$ cat config.mk
export PLATFORM = sky130hd
export DESIGN_NAME = linear_probe_hash_table_unit
export DESIGN_NICKNAME = d
export VERILOG_FILES = /design/src/lpht_pkg.sv /design/src/linear_probe_hash_table_unit.sv /design/src/lpht_home_unit.sv /design/src/lpht_probe_engine.sv
export SDC_FILE = /design/constraint.sdc
export NUM_CORES = 1
export LEC_CHECK = 0
export BUFFER_PORTS_ARGS = -buffer_cell sky130_fd_sc_hd__buf_2
export CORE_MARGIN = 2
export CORE_UTILIZATION = 50
export CTS_CLUSTER_SIZE = 24
export DETAILED_ROUTE_END_ITERATION = 8
export PLACE_DENSITY = 0.69
export SLEW_MARGIN = 20
export SYNTH_ARGS = -nofsm -noshare
export SYNTH_HDL_FRONTEND = slang
export SYNTH_SLANG_ARGS = --single-unit
export TNS_END_PERCENT = 1
$ cat constraint.sdc
create_clock -name clk -period 4.35 [get_ports clk]
set_clock_uncertainty 0.15 [all_clocks]
set_input_delay 0.6525 -clock clk [delete_from_list [all_inputs] [get_ports clk]]
set_output_delay 0.6525 -clock clk [all_outputs]
set_load 0.03 [all_outputs]
$ cat src/lpht_pkg.sv
`timescale 1ns / 1ps
`default_nettype none
// ----------------------------------------------------------------------------
// lpht_pkg
// Shared types and codes of the linear probing hash table unit.
// ----------------------------------------------------------------------------
package lpht_pkg;

    localparam int KEY_W    = 16;
    localparam int HANDLE_W = 16;
    localparam int STATUS_W = 2;
    localparam int SLOT_W   = 4;

    // Operation codes.
    localparam logic OP_INSERT = 1'b0;
    localparam logic OP_SEARCH = 1'b1;

    // Result status codes.
    localparam logic [STATUS_W-1:0] ST_INSERTED  = 2'd0;
    localparam logic [STATUS_W-1:0] ST_FOUND     = 2'd1;
    localparam logic [STATUS_W-1:0] ST_NOT_FOUND = 2'd2;
    localparam logic [STATUS_W-1:0] ST_FULL      = 2'd3;

    // One request as it enters the probe engine.
    typedef struct packed {
        logic                opcode;
        logic [KEY_W-1:0]    key;
        logic [HANDLE_W-1:0] record_handle;
    } lpht_req_t;

    // One result as it leaves the probe engine.
    typedef struct packed {
        logic [STATUS_W-1:0] status;
        logic [SLOT_W-1:0]   slot;
        logic [HANDLE_W-1:0] found_handle;
    } lpht_res_t;

endpackage : lpht_pkg
`default_nettype wire

$ cat src/linear_probe_hash_table_unit.sv
`timescale 1ns / 1ps
`default_nettype none
// ----------------------------------------------------------------------------
// linear_probe_hash_table_unit
// Open-addressing hash table with linear probing, one operation at a time.
// ----------------------------------------------------------------------------
// Usage:
// - Request channel (req_valid/req_ready) carries opcode, key and
//   record_handle. Opcode 0 inserts the key and handle at the first free slot
//   from the home slot (key modulo TABLE_SLOTS); opcode 1 searches for the key.
// - Response channel (rsp_valid/rsp_ready) returns status, slot and
//   found_handle, exactly one response per request, in order.
// - From acceptance to rsp_valid a request passes through hashing in the
//   multiply and correction stages of the home unit, one read issue, then
//   one slot per cycle through the single read port of the slot memory for
//   each of the p slots probed (1 to TABLE_SLOTS), then the hand-over of the
//   result into the output register. The next request is taken in the cycle
//   after the result moves into the output register.
// - After reset the unit sweeps the slot memory to mark every slot empty;
//   req_ready stays low meanwhile.
// - When the receiver stalls, the response waits in the output register and
//   the next request may still be taken; its result waits in the engine until
//   the output register is free.
// ----------------------------------------------------------------------------
module linear_probe_hash_table_unit #(
    parameter int TABLE_SLOTS = 16
) (
    input  wire logic                             clk,
    input  wire logic                             rst_n,
    input  wire logic                             req_valid,
    output logic                                  req_ready,
    input  wire logic                             opcode,
    input  wire logic [lpht_pkg::KEY_W-1:0]       key,
    input  wire logic [lpht_pkg::HANDLE_W-1:0]    record_handle,
    output logic                                  rsp_valid,
    input  wire logic                             rsp_ready,
    output logic      [lpht_pkg::STATUS_W-1:0]    status,
    output logic      [lpht_pkg::SLOT_W-1:0]      slot,
    output logic      [lpht_pkg::HANDLE_W-1:0]    found_handle
);
    import lpht_pkg::*;

    lpht_req_t req;
    lpht_res_t res;
    logic      res_valid;
    logic      res_take;
    logic      out_valid_reg;
    logic      out_valid_next;
    lpht_res_t out_reg;
    lpht_res_t out_next;

    assign req = '{opcode: opcode, key: key, record_handle: record_handle};

    lpht_probe_engine #(
        .TABLE_SLOTS (TABLE_SLOTS)
    ) u_engine (
        .clk       (clk),
        .rst_n     (rst_n),
        .req_valid (req_valid),
        .req_ready (req_ready),
        .req       (req),
        .res_valid (res_valid),
        .res_take  (res_take),
        .res       (res)
    );

    // Output register: loads when empty or when its content leaves.
    assign res_take = !out_valid_reg || rsp_ready;

    always_comb
    begin
        out_valid_next = out_valid_reg;
        out_next       = out_reg;
        priority if (res_valid && res_take)
        begin
            out_valid_next = 1'b1;
            out_next       = res;
        end
        else if (rsp_ready)
        begin
            out_valid_next = 1'b0;
        end
    end

    always_ff @(posedge clk or negedge rst_n)
    begin
        if (!rst_n)
        begin
            out_valid_reg <= 1'b0;
        end
        else
        begin
            out_valid_reg <= out_valid_next;
        end
    end

    always_ff @(posedge clk)
    begin
        out_reg <= out_next;
    end

    assign rsp_valid    = out_valid_reg;
    assign status       = out_reg.status;
    assign slot         = out_reg.slot;
    assign found_handle = out_reg.found_handle;

endmodule : linear_probe_hash_table_unit
`default_nettype wire

$ cat src/lpht_home_unit.sv
`timescale 1ns / 1ps
`default_nettype none
// ----------------------------------------------------------------------------
// lpht_home_unit
// Two-stage home slot calculation: key modulo the slot count by a
// reciprocal multiplication followed by one correcting subtraction.
// ----------------------------------------------------------------------------
module lpht_home_unit #(
    parameter int TABLE_SLOTS = 16
) (
    input  wire logic                              clk,
    input  wire logic [lpht_pkg::KEY_W-1:0]        key,
    output logic      [$clog2(TABLE_SLOTS)-1:0]    home
);
    import lpht_pkg::*;

    localparam int IDX_W   = $clog2(TABLE_SLOTS);
    localparam int SHIFT   = KEY_W + IDX_W;
    localparam int RECIP_W = KEY_W + 1;
    localparam int PROD_W  = KEY_W + RECIP_W;
    localparam int QN_W    = KEY_W + IDX_W + 1;
    localparam int REM_W   = IDX_W + 1;
    localparam longint unsigned RECIP_L = (64'd1 << SHIFT) / TABLE_SLOTS;
    localparam logic [RECIP_W-1:0] RECIP = RECIP_W'(RECIP_L);

    logic [PROD_W-1:0] prod_reg;
    logic [PROD_W-1:0] prod_next;
    logic [IDX_W-1:0]  home_reg;
    logic [IDX_W-1:0]  home_next;
    logic [KEY_W-1:0]  quot;
    logic [QN_W-1:0]   quot_n;
    logic [QN_W-1:0]   diff;
    logic [REM_W-1:0]  rem_est;

    // First stage: scaled quotient estimate.
    assign prod_next = PROD_W'(key) * PROD_W'(RECIP);

    // Second stage: remainder from the estimate, at most one slot count too high.
    always_comb
    begin
        quot      = KEY_W'(prod_reg >> SHIFT);
        quot_n    = QN_W'(quot) * QN_W'(TABLE_SLOTS);
        diff      = QN_W'(key) - quot_n;
        rem_est   = diff[REM_W-1:0];
        if (rem_est >= REM_W'(TABLE_SLOTS))
        begin
            home_next = IDX_W'(rem_est - REM_W'(TABLE_SLOTS));
        end
        else
        begin
            home_next = IDX_W'(rem_est);
        end
    end

    always_ff @(posedge clk)
    begin
        prod_reg <= prod_next;
        home_reg <= home_next;
    end

    assign home = home_reg;

endmodule : lpht_home_unit
`default_nettype wire

$ cat src/lpht_probe_engine.sv
`timescale 1ns / 1ps
`default_nettype none
// ----------------------------------------------------------------------------
// lpht_probe_engine
// Slot memory and the sequencer that clears it, hashes a request and walks
// the probe sequence one slot per cycle.
// ----------------------------------------------------------------------------
module lpht_probe_engine #(
    parameter int TABLE_SLOTS = 16
) (
    input  wire logic                clk,
    input  wire logic                rst_n,
    input  wire logic                req_valid,
    output logic                     req_ready,
    input  wire lpht_pkg::lpht_req_t req,
    output logic                     res_valid,
    input  wire logic                res_take,
    output lpht_pkg::lpht_res_t      res
);
    import lpht_pkg::*;

    localparam int IDX_W = $clog2(TABLE_SLOTS);
    localparam logic [IDX_W-1:0] LAST_IDX = IDX_W'(TABLE_SLOTS - 1);

    localparam logic [2:0] S_CLEAR = 3'd0;
    localparam logic [2:0] S_IDLE  = 3'd1;
    localparam logic [2:0] S_MUL   = 3'd2;
    localparam logic [2:0] S_MOD   = 3'd3;
    localparam logic [2:0] S_ISSUE = 3'd4;
    localparam logic [2:0] S_PROBE = 3'd5;
    localparam logic [2:0] S_DONE  = 3'd6;

    typedef struct packed {
        logic                valid;
        logic [KEY_W-1:0]    key;
        logic [HANDLE_W-1:0] handle;
    } lpht_entry_t;

    lpht_entry_t mem [TABLE_SLOTS];
    lpht_entry_t rd_reg;

    logic [2:0]          state_reg;
    logic [2:0]          state_next;
    logic [IDX_W-1:0]    pos_reg;
    logic [IDX_W-1:0]    pos_next;
    logic [IDX_W-1:0]    tries_reg;
    logic [IDX_W-1:0]    tries_next;
    logic                op_reg;
    logic                op_next;
    logic [KEY_W-1:0]    key_reg;
    logic [KEY_W-1:0]    key_next;
    logic [HANDLE_W-1:0] handle_reg;
    logic [HANDLE_W-1:0] handle_next;
    lpht_res_t           res_reg;
    lpht_res_t           res_next;

    logic [IDX_W-1:0]    home;
    logic [IDX_W-1:0]    pos_inc;
    logic [IDX_W-1:0]    rd_addr;
    logic                mem_we;
    lpht_entry_t         mem_wdata;
    logic                slot_empty;
    logic                key_match;
    logic                last_try;

    // Home slot of the held key, registered through the product and home registers.
    lpht_home_unit #(
        .TABLE_SLOTS (TABLE_SLOTS)
    ) u_home (
        .clk  (clk),
        .key  (key_reg),
        .home (home)
    );

    // Next slot in probe order, wrapping at the end of the table.
    assign pos_inc    = (pos_reg == LAST_IDX) ? '0 : pos_reg + IDX_W'(1);
    assign slot_empty = !rd_reg.valid;
    assign key_match  = rd_reg.valid && (rd_reg.key == key_reg);
    assign last_try   = (tries_reg == LAST_IDX);

    // Sequencer.
    always_comb
    begin
        state_next  = state_reg;
        pos_next    = pos_reg;
        tries_next  = tries_reg;
        op_next     = op_reg;
        key_next    = key_reg;
        handle_next = handle_reg;
        res_next    = res_reg;
        req_ready   = 1'b0;
        res_valid   = 1'b0;
        mem_we      = 1'b0;
        mem_wdata   = '{valid: 1'b1, key: key_reg, handle: handle_reg};
        rd_addr     = pos_inc;
        unique case (state_reg)
            S_CLEAR:
            begin
                // Clearing pass: one slot per cycle after reset.
                mem_we          = 1'b1;
                mem_wdata.valid = 1'b0;
                if (pos_reg == LAST_IDX)
                begin
                    pos_next   = '0;
                    state_next = S_IDLE;
                end
                else
                begin
                    pos_next = pos_inc;
                end
            end
            S_IDLE:
            begin
                req_ready = 1'b1;
                if (req_valid)
                begin
                    op_next     = req.opcode;
                    key_next    = req.key;
                    handle_next = req.record_handle;
                    state_next  = S_MUL;
                end
            end
            S_MUL:
            begin
                state_next = S_MOD;
            end
            S_MOD:
            begin
                state_next = S_ISSUE;
            end
            S_ISSUE:
            begin
                // First read at the home slot.
                rd_addr    = home;
                pos_next   = home;
                tries_next = '0;
                state_next = S_PROBE;
            end
            S_PROBE:
            begin
                // The read of the following slot is issued speculatively.
                if (op_reg == OP_INSERT)
                begin
                    priority if (slot_empty)
                    begin
                        mem_we     = 1'b1;
                        res_next   = '{status: ST_INSERTED, slot: SLOT_W'(pos_reg),
                                       found_handle: '0};
                        state_next = S_DONE;
                    end
                    else if (last_try)
                    begin
                        res_next   = '{status: ST_FULL, slot: '0, found_handle: '0};
                        state_next = S_DONE;
                    end
                    else
                    begin
                        pos_next   = pos_inc;
                        tries_next = tries_reg + IDX_W'(1);
                    end
                end
                else
                begin
                    priority if (slot_empty)
                    begin
                        res_next   = '{status: ST_NOT_FOUND, slot: '0, found_handle: '0};
                        state_next = S_DONE;
                    end
                    else if (key_match)
                    begin
                        res_next   = '{status: ST_FOUND, slot: SLOT_W'(pos_reg),
                                       found_handle: rd_reg.handle};
                        state_next = S_DONE;
                    end
                    else if (last_try)
                    begin
                        res_next   = '{status: ST_NOT_FOUND, slot: '0, found_handle: '0};
                        state_next = S_DONE;
                    end
                    else
                    begin
                        pos_next   = pos_inc;
                        tries_next = tries_reg + IDX_W'(1);
                    end
                end
            end
            S_DONE:
            begin
                res_valid = 1'b1;
                if (res_take)
                begin
                    state_next = S_IDLE;
                end
            end
            default:
            begin
                state_next = S_IDLE;
            end
        endcase
    end

    // Control state.
    always_ff @(posedge clk or negedge rst_n)
    begin
        if (!rst_n)
        begin
            state_reg <= S_CLEAR;
            pos_reg   <= '0;
            tries_reg <= '0;
        end
        else
        begin
            state_reg <= state_next;
            pos_reg   <= pos_next;
            tries_reg <= tries_next;
        end
    end

    // Request and result payload.
    always_ff @(posedge clk)
    begin
        op_reg     <= op_next;
        key_reg    <= key_next;
        handle_reg <= handle_next;
        res_reg    <= res_next;
    end

    // Slot memory: one write port, one registered read port.
    always_ff @(posedge clk)
    begin
        if (mem_we)
        begin
            mem[pos_reg] <= mem_wdata;
        end
        rd_reg <= mem[rd_addr];
    end

    assign res = res_reg;

    // A taken request always starts the hash sequence.
    assert property (@(posedge clk) disable iff (!rst_n)
        (req_valid && req_ready) |=> (state_reg == S_MUL))
        else $error("request taken but hashing did not start");

    // Only an insert writes the table once the clearing pass is over.
    assert property (@(posedge clk) disable iff (!rst_n)
        (mem_we && (state_reg != S_CLEAR)) |-> (op_reg == OP_INSERT && slot_empty))
        else $error("table written outside an insert into an empty slot");

    // A found result only comes from a search.
    assert property (@(posedge clk) disable iff (!rst_n)
        (res_valid && res.status == ST_FOUND) |-> (op_reg == OP_SEARCH))
        else $error("found status reported for an insert");

    // An insert never reports a search status.
    assert property (@(posedge clk) disable iff (!rst_n)
        (res_valid && op_reg == OP_INSERT) |->
            (res.status == ST_INSERTED || res.status == ST_FULL))
        else $error("insert result carries a search status");

endmodule : lpht_probe_engine
`default_nettype wire

==> Yosys cells after proc, flatten, opt, wreduce, memory -nomap -nowiden <==
Memories as Yosys holds them, arrays and structs flattened. A register that Yosys moved wholly into a read port is not among the register bits.
Cells that the tools add are included.
Widths: inputs -> output; s select.
{ "word_totals": {"regBits": 98, "mem_bits_rw": 528, "inputBits": 37, "out_inout_bits": 24, "wordCells": 91, "mem_count": 1} }
{ "classes": {"addsub": 4, "n_lt_le_gt_ge": 1, "eq_ne": 16, "mux": 41, "reduce_logical": 13} }
{ "mem_list": {"columns": ["name", "depth", "width", "read_ports", "rd_clocked_by_memory_dff", "write_ports", "line_no", "text"], "rows": [
  ["u_engine.mem", 16, 33, 1, 1, 1, "lpht_probe_engine.sv:39", "lpht_entry_t mem [TABLE_SLOTS];"]
]} }
{ "op_table": {"columns": ["op", "n"], "rows": [
  ["$mux 22", 6],
  ["$mux 4", 14],
  ["$mux 3", 8],
  ["$pmux 3 s7", 1],
  ["$eq 16x16->1", 1],
  ["$pmux 4 s3", 1],
  ["$reduce_and 3->1", 4],
  ["$eq 3x3->1 const B", 3],
  ["$mux 1", 9],
  ["$ne 3x3->1 const B", 3],
  ["$add 4x1->4 const B", 2],
  ["$eq 4x4->1 const B", 2],
  ["$pmux 4 s2", 1],
  ["$eq 3x2->1 const B", 2],
  ["$ge 5x5->1 const B", 1],
  ["$sub 5x5->5", 1],
  ["$ne 2x1->1 const B", 2],
  ["$ne 2x2->1 const B", 2],
  ["$reduce_bool 2->1", 2],
  ["$sub 4x1->4 const B", 1],
  ["$eq 3x1->1 const B", 1],
  ["$logic_not 3->1", 1],
  ["$reduce_bool 3->1", 1],
  ["$logic_and 1x1->1", 2],
  ["other kinds (4)", 4]
]} }

==> Logic depth before layout (Yosys ltp) <==
{ "logic_depth": {"depth_word": 7, "depth_mapped": 11, "ltp_nobuf": 7} }

==> Modules after synthesis <==
From an unflattened synthesis, not the netlist that was laid out.
{ "hier_totals": {"cells_unflattened": 1237, "hier_area_um2": 24661.2} }
{ "modules_own_cells": {"columns": ["mod", "n_inst", "cells_per_inst", "area_per_inst_um2", "seq_area_each_um2"], "rows": [
  ["lpht_probe_engine", 1, 1207, 23866.6, 18442.7],
  ["linear_probe_hash_table_unit", 1, 26, 714.4, 685.7],
  ["lpht_home_unit", 1, 4, 80.1, 80.1]
]} }

==> Worst setup path after synthesis <==
No wires, ideal clock.
{ "synth_path": {"kind": "register to register", "start": "reg u_engine.pos_reg[0]", "end": "mem u_engine.mem[15][0] in the netlist's numbering, enable pin", "setup_time_ns": 0.506, "arrival_time_ns": 4.043, "required_ns": 3.694, "slack_ns": -0.349, "path_stages_with_launch": 5, "n_path_buf": 1, "synth_period_minus_slack_ns": 4.699, "path_cell_list": "dfrtp_1 -> ha_1 -> buf_2 -> inv_1 -> nor4_1"} }
{ "synth_rtl": {"columns": ["element", "line_no", "text"], "rows": [
  ["start, declared", "lpht_probe_engine.sv:44", "logic [IDX_W-1:0] pos_reg;"],
  ["start signal, assigned", "lpht_probe_engine.sv:214", "pos_reg <= pos_next;"],
  ["end, declared", "lpht_probe_engine.sv:39", null]
]} }
No word-level cell before the write port.

==> Worst setup path after layout <==
{ "layout_path": {"start": "reg u_engine.state_reg[0]", "end": "reg, netlist name u_engine.rd_reg[12]"} }
{ "layout_between": {"elab_chain_cells": 2} }
{ "layout_lines": {"columns": ["element", "line_no", "text"], "rows": [
  ["start, declared", "lpht_probe_engine.sv:42", "logic [2:0] state_reg;"],
  ["start signal, assigned", "lpht_probe_engine.sv:213", "state_reg <= state_next;"],
  ["$eq 3x3->1", "lpht_probe_engine.sv:96", "unique case (state_reg)"],
  ["$mux 4", "lpht_probe_engine.sv:96", null]
]} }
No other way between the ends.
A chain may end at the register's enable or synchronous reset.

==> run_results.csv <==
group,metric,value,unit
critical_path,critPathKind,"register to register",
layout,final_cell_mix,"edfxtp_1, mux2i_1, nand2_1",
clock_tree,clockBufferDepth,3,
clock_tree,clock_sinks,654,
logic_synthesis,synth_area_per_cell,17.19,um2
critical_path,path_delay_family,"simple AND/OR/NAND/NOR gates",
logic_synthesis,synthCells,1466,
logic_synthesis,synthesis.nets,1508,
power_and_ir_drop,p_seq_frac,0.368,
power_and_ir_drop,p_sw_frac,0.3467,
logic_synthesis,ys_types,55,
logic_synthesis,synth_edf_count,605,
critical_path,path_max_fanout,45,
floorplanning,die-area,0.05223,mm2
sta,relSlewSlack,0.3185,
global_routing,grt_pass1_vias,12970,
global_routing,grt_max_degree,103,
placement,dpl-instance-area,0.02655,mm2
layout,antennaDiodeCount,0,
layout,syn_to_final_growth,14.22,%
route,drtIter0Drc,1094,
layout,seq_area,0.01921,mm2
global_routing,grt_first_pass_wirelength,79.06,mm
logic_synthesis,yosysSeqAreaShare,0.7620,
power_and_ir_drop,intPower,14.66,mW
route,drc,0,
sta,worst_slack,0.7559,ns
sta,rsz0062_at_grt,"no",
logic_synthesis,synth-seq-cells,654,
route,wirelength,52.29,mm
clock_tree,post_cts_buffers,0,
route,wl_per_cell,22.80,um
sta,hold_viol_final,0,
power_and_ir_drop,power_leakage,10.05,nW
critical_path,cp-end-kind,"register",
critical_path,crit_chain,"or3b_1 -> mux2i_4 -> buf_4 -> buf_12 -> mux2i_1 -> nand2_1 -> a32oi_1 -> o221ai_1",
power_and_ir_drop,pwr-share-comb,0.375,
power_and_ir_drop,vdd_ir_drop_max,1.096,mV
sta,worst_slew_pin_slew,1.018,ns
global_routing,overflow,0,
floorplanning,initial_core_util,0.5045,
logic_synthesis,synth_ff_type,"edfxtp_1",
critical_path,cp_slowest_stage_delay,0.75,ns
placement,place_congestion,0.7630,
critical_path,cp-start-kind,"register",
critical_path,cp.arrival,3.84,ns
critical_path,path_buf_inv,2,
floorplanning,dieWidth,228.5,um
logic_synthesis,yosysWarningCount,0,
layout,fin_cells,2293,
layout,multi_input_area,0.005714,mm2
placement,dp_cells,2171,
sta,period_share,0.8262,
placement,pre_cts_slack,0.8170,ns
clock_tree,cts_inserted_buffers,67,
layout,layout-drive-gt1-share,0.1814,
layout,layout.nets,1611,
clock_tree,cts_tree,"done",
route,vias,12960,
layout,fin_area,0.02879,mm2
floorplanning,num_rows,82,
clock_tree,clk-insertion-delay-late,0.59,ns
sta,fmax,278.2,MHz
sta,fin_setup_tns,0,ns
layout,nFillCells,3726,
clock_tree,h-tree-depth,3,
critical_path,cp.required,4.59,ns
sta,fin_crit,3.594,ns
sta,slew_viol_final,0,
placement,numPortBuffers,60,
route,drt_pass1_iterations,5,
power_and_ir_drop,switching_power,7.780,mW
run,drv_cap,0,
floorplanning,ios,61,
clock_tree,clockRootBuffer,"clkbuf_16",
power_and_ir_drop,power,22.44,mW
layout,largest_reg_flops,528,
route,detail-route-antenna-nets,0,
power_and_ir_drop,power_density,779.4,mW/mm2
clock_tree,cts_hold_buf,1,
clock_tree,clk_pin_slew_worst_paths,0.06,ns
power_and_ir_drop,clkPwrFrac,0.257,
sta,setup_viol,0,
placement,hpwl,28.57,mm
hold_path,hp-class,"primary input to register",
layout,layout_commonest_cell,"edfxtp_1",
floorplanning,coreArea,0.04997,mm2
run_status,status,"completed",
critical_path,slowest_stage,"or3b_1",
floorplanning,die_y,228.5,um
route,viasPerCell,5.653,
global_routing,antenna_found_initial,2,
logic_synthesis,async_flop_share,0.01835,
logic_synthesis,synthesis.area,0.02521,mm2
clock_tree,ctsResizeCount,0,
global_routing,grt_usage,0.2011,
[power groups by stage]
stage / combinational (mW) / sequential [mW] / clock (mW)
2_1_floorplan: 6.27 / 8.27 / 0
3_3_place_gp: 8.29 / 8.35 / 0
3_5_place_dp: 8.39 / 8.39 / 0
4_1_cts: 8.43 / 8.26 / 5.88
5_1_grt: 9.06 / 8.34 / 6.12
6_report: 8.40 / 8.27 / 5.77
[logic make-up (layout without fill, tap and decap cells)]
logic type / after synthesis / after routing / synth area share
simple gates: 234 / 234 / 0.04165
fa+ha+maj: 5 / 5 / 0.002482
buf+inv: 87 / 242 / 0.01742
xor+xnor: 17 / 17 / 0.005907
mux: 304 / 304 / 0.1260
flops: 654 / 654 / 0.7620
compound gates: 165 / 165 / 0.04453
[layer usage]
| layer | up-vias | track usage | wire [um] |
|---|---|---|---|
| met5 | - | 0 | 0 |
| met4 | 0 | 0.07128 | 1282 |
| met1 | 6525 | 0.2785 | 22730 |
| li1 | 5914 | - | - |
| met3 | 97 | 0.03393 | 3133 |
| met2 | 426 | 0.3238 | 25140 |
[cell usage after synthesis (2+ instances only)]
library cell  count  area [um2]
inv_1             7       26.28
nand2b_1          5       31.28
or3_1             2       12.51
o21ai_0           6       30.03
mux2_2           54       608.1
nand3b_1          2       15.01
edfxtp_1        605       18170
nand3_1           9       45.04
nor4_1            3       18.77
a32oi_1          32       280.3
nor3_1            8       40.04
ha_1              5       62.56
dfxtp_1          37       740.7
nor2_1           83       311.6
dfrtp_1          12       300.3
buf_4            19       142.6
a221oi_1          3       26.28
nand2_1          83       311.6
a21oi_1          73       365.4
o221ai_1         31       271.5
buf_2            27       135.1
nor2b_1           3       18.77
nor3b_1           3       22.52
nand4_1           6       37.54
and2_1           19       118.9
mux2i_1         234        2342
mux4_2            3       67.56
clkbuf_1         28       105.1
buf_1             5       18.77
a31oi_1           8       50.05
mux2_1           12       135.1
xnor2_1          16       140.1
[worst paths after layout]
path	startpoint	endpoint	slack, ns	cells past startpoint
worst max-delay path	u_engine.state_reg[0]$_DFFE_PN0P_	u_engine.rd_reg[12]$_DFF_P_	0.76	8
worst min-delay path	record_handle[5]	u_engine.handle_reg[5]$_DFFE_PP_	0.09	1
worst max register to register	u_engine.state_reg[0]$_DFFE_PN0P_	u_engine.rd_reg[12]$_DFF_P_	0.76	8
worst min register to register	u_engine.res[4]$_SDFFCE_PN0P_	found_handle[4]$_DFFE_PP_	0.27	0
max in group asynchronous	rst_n	rsp_valid$_DFFE_PN0P_	3.49	2
min in group asynchronous	rst_n	u_engine.pos_reg[2]$_DFFE_PN0P_	0.33	2
[final cells by class]
type / count / area share
inverters: 7 / 0.0009126
well taps: 672 / 0.02920
clock inverters: 26 / 0.009517
flip-flops and latches: 654 / 0.6672
repair buffers: 114 / 0.02677
clock buffers: 95 / 0.06797
multi-input cells: 725 / 0.1985
[per-stage QoR]
step           hold WS [ns]    util
2_1_floorplan        0.2069       -
3_5_place_dp         0.2545  0.5314
6_report            0.08504  0.5762
3_3_place_gp         0.2511  0.5314
4_1_cts             0.05818  0.5762
5_1_grt             0.06461  0.5762
Power figures use the tool's default switching activity.
